**config.mk**
```make
export PLATFORM = sky130hd
export DESIGN_NAME = clock_skew_warp_checker_top
export DESIGN_NICKNAME = d
export VERILOG_FILES = /design/src/cswc_pkg.sv /design/src/clock_skew_warp_checker_top.sv
export VERILOG_INCLUDE_DIRS = /design/src /design/src/src
export SDC_FILE = /design/constraint.sdc
export NUM_CORES = 2
export LEC_CHECK = 0
export BUFFER_PORTS_ARGS = -buffer_cell sky130_fd_sc_hd__buf_2
export CAP_MARGIN = 20
export CORE_MARGIN = 2
export CORE_UTILIZATION = 30
export DETAILED_ROUTE_END_ITERATION = 8
export PLACE_DENSITY = 0.44
export SYNTH_ARGS = -nofsm -noshare
export SYNTH_HDL_FRONTEND = slang
export SYNTH_SLANG_ARGS = --single-unit
```
**constraint.sdc**
```tcl
create_clock -name clk_i -period 8.4 [get_ports clk_i]
set_input_delay 1.26 -clock clk_i [delete_from_list [all_inputs] [get_ports clk_i]]
set_output_delay 1.26 -clock clk_i [all_outputs]
set_load 0.005 [all_outputs]
```
**src/assert_macros.svh**
```systemverilog
// assertion helpers included by the top level rtl file
`ifndef ASSERT_MACROS_SVH
`define ASSERT_MACROS_SVH

// concurrent check on clk_i, switched off while rst_ni is low
`define CSWC_ASSERT(label, prop, msg) \
  label: assert property (@(posedge clk_i) disable iff (!rst_ni) (prop)) else $error(msg);

// implication whose consequent is checked in the cycle after the condition, on clk_i, off during reset
`define CSWC_ASSERT_NEXT(label, cond, prop, msg) \
  label: assert property (@(posedge clk_i) disable iff (!rst_ni) (cond) |=> (prop)) \
    else $error(msg);

`endif

```
**src/cswc_pkg.sv**
```systemverilog
`timescale 1ns / 1ps
`default_nettype none
// ----------------------------------------------------------------------------
// cswc_pkg
// Types and constants of the clock skew warp checker: the round request,
// the verdict and the widths of the counter values.
// ----------------------------------------------------------------------------
package cswc_pkg;

  localparam int unsigned CntW  = 64;
  localparam int unsigned WarpW = 63;

  // threshold after reset, in counter cycles
  localparam logic [WarpW-1:0] WarpResetLimit = WarpW'(200);

  // one measurement round
  typedef struct packed {
    logic [CntW-1:0] ref_before;
    logic [CntW-1:0] remote_sample;
    logic [CntW-1:0] ref_after;
    logic            last_round;
  } in_item_t;

  // verdict with the collected statistics
  typedef struct packed {
    logic               check_passed;
    logic [WarpW-1:0]   worst_warp;
    logic signed [CntW-1:0] min_trip_offset;
    logic [CntW-1:0]    least_round_trip;
  } out_item_t;

endpackage
`default_nettype wire

```
**src/clock_skew_warp_checker_top.sv**
```systemverilog
`timescale 1ns / 1ps
`default_nettype none
// datapath: a round is registered in the input register at acceptance and
//   evaluated there; a last round's verdict is then registered in the result register
// throughput: one round per cycle; the single result register only holds up
//   a last round while an earlier verdict has not been taken
// reset: running statistics cleared, threshold set to 200, no result pending
// ----------------------------------------------------------------------------
// clock_skew_warp_checker_top
// Checks remote counter samples against reference windows, tracks the worst
// warp, the least round trip and its offset, and reports on the last round.
// ----------------------------------------------------------------------------
`include "assert_macros.svh"

module clock_skew_warp_checker_top
  import cswc_pkg::*;
(
  input  wire logic             clk_i,
  input  wire logic             rst_ni,
  // round requests
  input  wire logic             in_valid_i,
  output logic                  in_ready_o,
  input  wire in_item_t         in_item_i,
  // verdicts
  output logic                  out_valid_o,
  input  wire logic             out_ready_i,
  output out_item_t             out_o,
  // threshold register
  input  wire logic             cfg_valid_i,
  output logic                  cfg_ready_o,
  input  wire logic [WarpW-1:0] cfg_wdata_i
);

  logic [WarpW-1:0] max_allowed_warp_q;

  logic     s1_valid_q;
  in_item_t s1_q;
  logic     s1_adv;
  logic     s1_adv_last;

  logic [WarpW-1:0] run_max_warp_q, run_max_warp_d;
  logic [CntW-1:0]  run_min_trip_q, run_min_trip_d;
  logic [CntW-1:0]  run_offset_q,   run_offset_d;

  logic      out_valid_q;
  out_item_t out_q;

  logic [CntW-1:0]  trip;
  logic [CntW-1:0]  diff;
  logic [WarpW-1:0] warp;
  logic [CntW-1:0]  offset;

  // threshold register, always writable
  assign cfg_ready_o = 1'b1;

  always_ff @(posedge clk_i or negedge rst_ni) begin
    if (!rst_ni) begin
      max_allowed_warp_q <= WarpResetLimit;
    end else if (cfg_valid_i) begin
      max_allowed_warp_q <= cfg_wdata_i;
    end
  end

  // stage one drains unless a verdict has nowhere to go
  assign s1_adv      = s1_valid_q && (!s1_q.last_round || !out_valid_q || out_ready_i);
  assign s1_adv_last = s1_adv && s1_q.last_round;
  assign in_ready_o  = !s1_valid_q || s1_adv;

  // input register
  always_ff @(posedge clk_i or negedge rst_ni) begin
    if (!rst_ni) begin
      s1_valid_q <= 1'b0;
    end else if (in_ready_o) begin
      s1_valid_q <= in_valid_i;
    end
  end

  always_ff @(posedge clk_i) begin
    if (in_ready_o && in_valid_i) begin
      s1_q <= in_item_i;
    end
  end

  // round trip, warp outside the window and offset from the midpoint
  assign trip = s1_q.ref_after - s1_q.ref_before;

  always_comb begin
    priority if (s1_q.remote_sample < s1_q.ref_before) begin
      diff = s1_q.ref_before - s1_q.remote_sample;
    end else if (s1_q.remote_sample > s1_q.ref_after) begin
      diff = s1_q.remote_sample - s1_q.ref_after;
    end else begin
      diff = '0;
    end
  end

  // saturate at the top of the 63 bit range
  assign warp   = diff[CntW-1] ? {WarpW{1'b1}} : diff[WarpW-1:0];
  assign offset = s1_q.remote_sample - s1_q.ref_before - {1'b0, trip[CntW-1:1]};

  // running statistics including the current round
  always_comb begin
    run_max_warp_d = (warp > run_max_warp_q) ? warp : run_max_warp_q;
    run_min_trip_d = run_min_trip_q;
    run_offset_d   = run_offset_q;
    if (trip < run_min_trip_q) begin
      run_min_trip_d = trip;
      run_offset_d   = offset;
    end
  end

  always_ff @(posedge clk_i or negedge rst_ni) begin
    if (!rst_ni) begin
      run_max_warp_q <= '0;
      run_min_trip_q <= '1;
      run_offset_q   <= '0;
    end else if (s1_adv_last) begin
      run_max_warp_q <= '0;
      run_min_trip_q <= '1;
      run_offset_q   <= '0;
    end else if (s1_adv) begin
      run_max_warp_q <= run_max_warp_d;
      run_min_trip_q <= run_min_trip_d;
      run_offset_q   <= run_offset_d;
    end
  end

  // result register
  always_ff @(posedge clk_i or negedge rst_ni) begin
    if (!rst_ni) begin
      out_valid_q <= 1'b0;
    end else if (s1_adv_last) begin
      out_valid_q <= 1'b1;
    end else if (out_ready_i) begin
      out_valid_q <= 1'b0;
    end
  end

  always_ff @(posedge clk_i) begin
    if (s1_adv_last) begin
      out_q.check_passed     <= (run_max_warp_d <= max_allowed_warp_q);
      out_q.worst_warp       <= run_max_warp_d;
      out_q.min_trip_offset  <= run_offset_d;
      out_q.least_round_trip <= run_min_trip_d;
    end
  end

  assign out_valid_o = out_valid_q;
  assign out_o       = out_q;

  // checks
  `CSWC_ASSERT(a_stall_only_on_full_verdict,
    !in_ready_o |-> (s1_valid_q && s1_q.last_round && out_valid_q && !out_ready_i),
    "input stalled without a blocked verdict")
  `CSWC_ASSERT(a_verdict_from_last_round,
    $rose(out_valid_o) |-> $past(s1_adv_last),
    "verdict raised without a last round")
  `CSWC_ASSERT_NEXT(a_stats_cleared_after_verdict, s1_adv_last,
    (run_max_warp_q == '0 && run_min_trip_q == '1 && run_offset_q == '0),
    "running statistics not cleared after a verdict")

endmodule
`default_nettype wire
```
## Word-level counts from Yosys, hierarchy flattened

Index checks and enable logic that the tools add are counted.

| storage, ports and cells | value |
|---|---|
| input port bits | 261 |
| register bits | 641 |

| cells by class | value |
|---|---|
| multiplexer cells | 14 |
| $lt $le $gt $ge | 5 |
| add/subtract/negate cells | 5 |
| reduce and logical (&&, ||, !) cells | 11 |

Operators by type and width:

| kind | count |
|---|---|
| $mux 64 | 8 |
| $sub 64x64->64 | 4 |
| $mux 63 | 4 |
| $lt 64x64->1 | 2 |
| $gt 64x64->1 | 1 |
| $sub 64x63->64 | 1 |
| $gt 63x63->1 | 1 |
| $le 63x63->1 | 1 |
| $reduce_bool 2->1 | 2 |
| $logic_and 1x1->1 | 3 |
| $logic_not 1->1 | 3 |
| $logic_or 1x1->1 | 3 |
| $mux 1 | 2 |

## Longest topological paths before layout

| logic depth | value |
|---|---|
| word-level depth | 8 |
| gate-level depth with buffers | 43 |

## Least setup slack after synthesis

No wires, ideal clock.

| timing path | value |
|---|---|
| kind | flip-flop to flip-flop |
| from | reg s1_q[66] (netlist bit) |
| to | reg out_q (netlist bit out_o[191]), data pin |
| path buffers | 4 |
| data required time | 8.271 ns |
| setup slack | 0.668 ns |
| clock period less this slack | 7.732 ns |
| cell stages (with the launch flop) | 41 |
| arrival time | 7.604 ns |
| path through | edfxtp_1 inv_1 ha_1 nor2b_1 o31ai_1 a21oi_1 o21ai_1 a211oi_2 nor3_1 o21ai_2 a21oi_4 mux2_4 buf_4 buf_2 nor3_1 inv_1 ha_1 nor2b_1 [... 5 more ...] or3_1 o21ai_1 buf_6 clkbuf_1 nand2_1 o21ai_0 ha_1 nor2b_1 o21a_1 o21a_1 o21a_1 o21ai_0 nand2b_1 a21oi_1 o31ai_1 a221o_1 o2111ai_1 a21o_1 |

| on the way | value |
|---|---|
| longest elaborated chain between the ends | 7 |
| elaborated cells between the ends (all ways) | 10 |

RTL lines:

| what | line | source |
|---|---|---|
| from (decl) | clock_skew_warp_checker_top.sv:37 | `in_item_t s1_q;` |
| from (signal assigned) | clock_skew_warp_checker_top.sv:80 | `s1_q <= in_item_i;` |
| $sub 64x64->64 or $gt 64x64->1 (tied branches) | clock_skew_warp_checker_top.sv:91, clock_skew_warp_checker_top.sv:90 |  |
| $mux 64 | clock_skew_warp_checker_top.sv:90 | `end else if (s1_q.remote_sample > s1_q.ref_after) begin` |
| $mux 64 * | clock_skew_warp_checker_top.sv:88 | `priority if (s1_q.remote_sample < s1_q.ref_before) begin` |
| $mux 63 * | clock_skew_warp_checker_top.sv:98 | `assign warp = diff[CntW-1] ? {WarpW{1'b1}} : diff[WarpW-1:0];` |
| $gt 63x63->1 | clock_skew_warp_checker_top.sv:103 | `run_max_warp_d = (warp > run_max_warp_q) ? warp : run_max_warp_q;` |
| $mux 63 * | clock_skew_warp_checker_top.sv:103 |  |
| via run_max_warp_d[1] | clock_skew_warp_checker_top.sv:41 | `logic [WarpW-1:0] run_max_warp_q, run_max_warp_d;` |
| $le 63x63->1 * | clock_skew_warp_checker_top.sv:141 | `out_q.check_passed <= (run_max_warp_d <= max_allowed_warp_q);` |
| to (decl) | clock_skew_warp_checker_top.sv:46 | `out_item_t out_q;` |

The timed path passes the listed nets; every way through them passes the cells marked *.
A chain may end at the register's enable or synchronous reset.

## Final worst setup path

| timing path | value |
|---|---|
| from | reg s1_q[70] (netlist bit) |
| to | reg out_q (netlist bit out_o[191]), data pin |

Same word-level chain as after synthesis.

==> flow_summary.json <==
{
  "status": "finished clean",
  "clk_latency_ps": 720,
  "fp.dieW_um": 398,
  "worstPathMaxFanout": 8,
  "maxCapViolCount": 0,
  "hp-start": "run_offset_q[46]",
  "vias": 40039,
  "grt_overflow": 0,
  "fmax_mhz": 123,
  "ant_nets": 0,
  "yosysWarnings": 0,
  "period_share_pct": 96.4,
  "first_pass_iters": 6,
  "seq_area_frac_synth_pct": 38.7,
  "fp.dieH_um": 398,
  "crit_arrival_ps": 8670,
  "yosysTopAreaCellShare_pct": 24.8,
  "via_per_inst": 5.16,
  "antenna_found_initial": 12,
  "cts_buffers": 83,
  "drive_gt1_share_pct": 23.3,
  "yosysTopAreaCell": "edfxtp_1",
  "syn_nets": 5717,
  "synth-edff-count": 385,
  "global_route.usage.total_pct": 22.4,
  "cpPeakStageDelay_ps": 580,
  "rows": 144,
  "wl_per_cell_um": 23.6,
  "worst_hold_path.endpoint": "run_offset_q[46]",
  "hold_class": "flip-flop to flip-flop",
  "root_buffer": "clkbuf_16",
  "maxSlewViolCount": 0,
  "gp_congestion": 0.914,
  "setup_slack_ps": 301,
  "r2r-start": "s1_q[70]",
  "cts_max_level": 3,
  "dp_hpwl_um": 146000,
  "synthCells": 4945,
  "finalCoreUtilization_pct": 37.0,
  "cp-end-kind": "flip-flop",
  "dp_slack_ps": -204,
  "p_total_mw": 17.7,
  "dr.first_iter.drc_count": 3200,
  "grt_pass1_vias": 39024,
  "max_slew_margin_pct": 32.1,
  "mostFrequentLayoutCell": "inv_1",
  "syn_area_per_cell_um2": 9.44,
  "grt_max_degree": 138,
  "hold_viol": 0,
  "fin_nets": 6421,
  "r2r_slack_ps": 300,
  "critical_path_required_ps": 8970,
  "worst_slew_pin_slew_ps": 1020,
  "reg2reg_to": "out_o[191]",
  "leakagePower_nw": 26.2,
  "netlist_top_cells_area": "edfxtp_1, ha_1, dfrtp_1, inv_1, a21oi_1",
  "clk_pin_slew_ps": 60,
  "area_growth_pct": 22.3,
  "period_needed_ps": 8100,
  "power_density_nw_per_um2": 309,
  "synth_cell_types": 114,
  "hold_ws_ps": 478,
  "crit_path_start": "s1_q[70]",
  "setup_violations": 0,
  "port-buffer-count": 454,
  "initial_core_util_pct": 30.3,
  "async_flop_share_pct": 39.9,
  "fp.dieArea_um2": 159000,
  "synth-seq-cells": 641,
  "syn-cell-area_um2": 46700,
  "cts.sink_count": 641,
  "crit_path_top_delay_cell": "or4_4",
  "ir_drop_mv": 0.158,
  "route.detailed.drc": 0,
  "cts_buffer_depth": 3,
  "postRouteWirelength_um": 183000,
  "final_cell_mix": "inv_1, buf_2, ha_1, a21oi_1, nand2_1",
  "critPathLaunchType": "flip-flop",
  "core_area_um2": 154000,
  "grt_pass1_wl_um": 263000,
  "critPathKind": "flip-flop to flip-flop",
  "io_pins": 456,
  "hold_depth": 2,
  "synth_ff_type": "edfxtp_1",
  "ff2ff_path_depth": 36,
  "fin_skew_ps": 52.4,
  "cts_tree": "yes"
}
-- worst max path at each step --
| stage | to | cells past startpoint |
|---|---|---|
| floorplan | out_o[191] | 40 |
| global placement | out_o[191] | 37 |
| detailed placement | out_o[191] | 37 |
| CTS | out_o[191] | 40 |
| global route | out_o[191] | 36 |
| finish | out_o[191] | 36 |
-- cell families after synthesis --
group	Yosys count	synth area share, %
AND/OR/NAND/NOR	1128	11.7
flip-flops	641	38.7
multiplexers	116	2.82
AO/OA/AOI/OAI	1496	20.7
buffers and inverters	823	6.97
other	1	0.00803
adder cells (fa/ha/maj)	511	14.8
XOR/XNOR	229	4.30
-- final cells by class --
class                           instances  area (µm²)
Antenna cell                            2        5.00
Clock buffer                          101        2270
Clock inverter                         54         606
Tap cell                             2044        2560
Timing Repair Buffer                  830        5350
Sequential cell                       641       18100
Fill cell                           15858       97100
Multi-Input combinational cell       3482       26000
Inverter                              611        2300
-- Yosys cell counts (18+ instances only) --
| library cell | count |
|---|---|
| o21ai_1 | 18 |
| a22oi_1 | 29 |
| clkbuf_1 | 153 |
| nand2b_1 | 36 |
| fa_1 | 66 |
| a21oi_1 | 421 |
| nor2b_1 | 42 |
| edfxtp_1 | 385 |
| and3_1 | 33 |
| o31ai_1 | 21 |
| o22ai_1 | 33 |
| a211oi_1 | 27 |
| nor2_1 | 213 |
| mux2_2 | 110 |
| a21o_1 | 199 |
| and2_1 | 22 |
| nor3_1 | 86 |
| or3_1 | 19 |
| o21bai_1 | 54 |
| dfrtp_1 | 189 |
| nand2_1 | 397 |
| xnor2_1 | 133 |
| o21ai_0 | 342 |
| nand3_1 | 71 |
| buf_2 | 32 |
| a22o_1 | 65 |
| ha_1 | 445 |
| dfstp_2 | 67 |
| o211ai_1 | 31 |
| o21a_1 | 50 |
| a31oi_1 | 31 |
| nand4_1 | 123 |
| xor2_1 | 96 |
| inv_1 | 611 |
-- layer usage --
metal	up-vias	track usage, %	part of all wire [%]	wire length (µm)
li1	19168	-	-	-
met1	19363	34.0	49	90300
met2	1296	32.7	42	76200
met3	204	2.80	6.0	10900
met4	8	6.71	3.0	5500
met5	-	0	0.026	47
-- per-stage QoR --
step	TNS, ps	cells	instance area (µm²)
detailed placement	-204	7563	53300
global placement	-229	7563	53300
CTS	0	7720	56200
finish	0	7765	57100
global route	-101	7763	57100
floorplan	0	4945	46700
-- flip-flops by register name, indices dropped and copies added (netlist names) --
name / cells
run_offset_q: 64
out_o: 192
run_min_trip_q: 64
max_allowed_warp_q: 63
s1_valid_q: 1
run_max_warp_q: 63
s1_q: 193
out_valid_o: 1
-- timing repair --
| action | CTS | global route |
|---|---|---|
| gates resized for setup | 10 | 129 |
| endpoints found under the setup margin | 1 | 1 |
| pin swaps | 1 | 26 |
| cloned | 1 | 2 |
| hold buffers | 0 | 0 |
| setup buffers | 1 | 41 |
-- power breakdown --
part / internal (mW) / total [mW] / switching (mW)
Combinational: 3.97 / 9.09 / 5.12
Clock: 2.25 / 3.83 / 1.59
Sequential: 4.37 / 4.75 / 0.375
Total: 10.6 / 17.7 / 7.08
-- critical path, delay by kind of cell, from the launching register on --
family	cells	cell delay [ps]
adder cells (fa/ha/maj)	3	940
buffers and inverters	6	1110
AO/OA/AOI/OAI	15	3110
multiplexers	1	300
AND/OR/NAND/NOR	11	2080
flip-flops	1	410
Note: power is estimated with default switching activity, not from simulation.
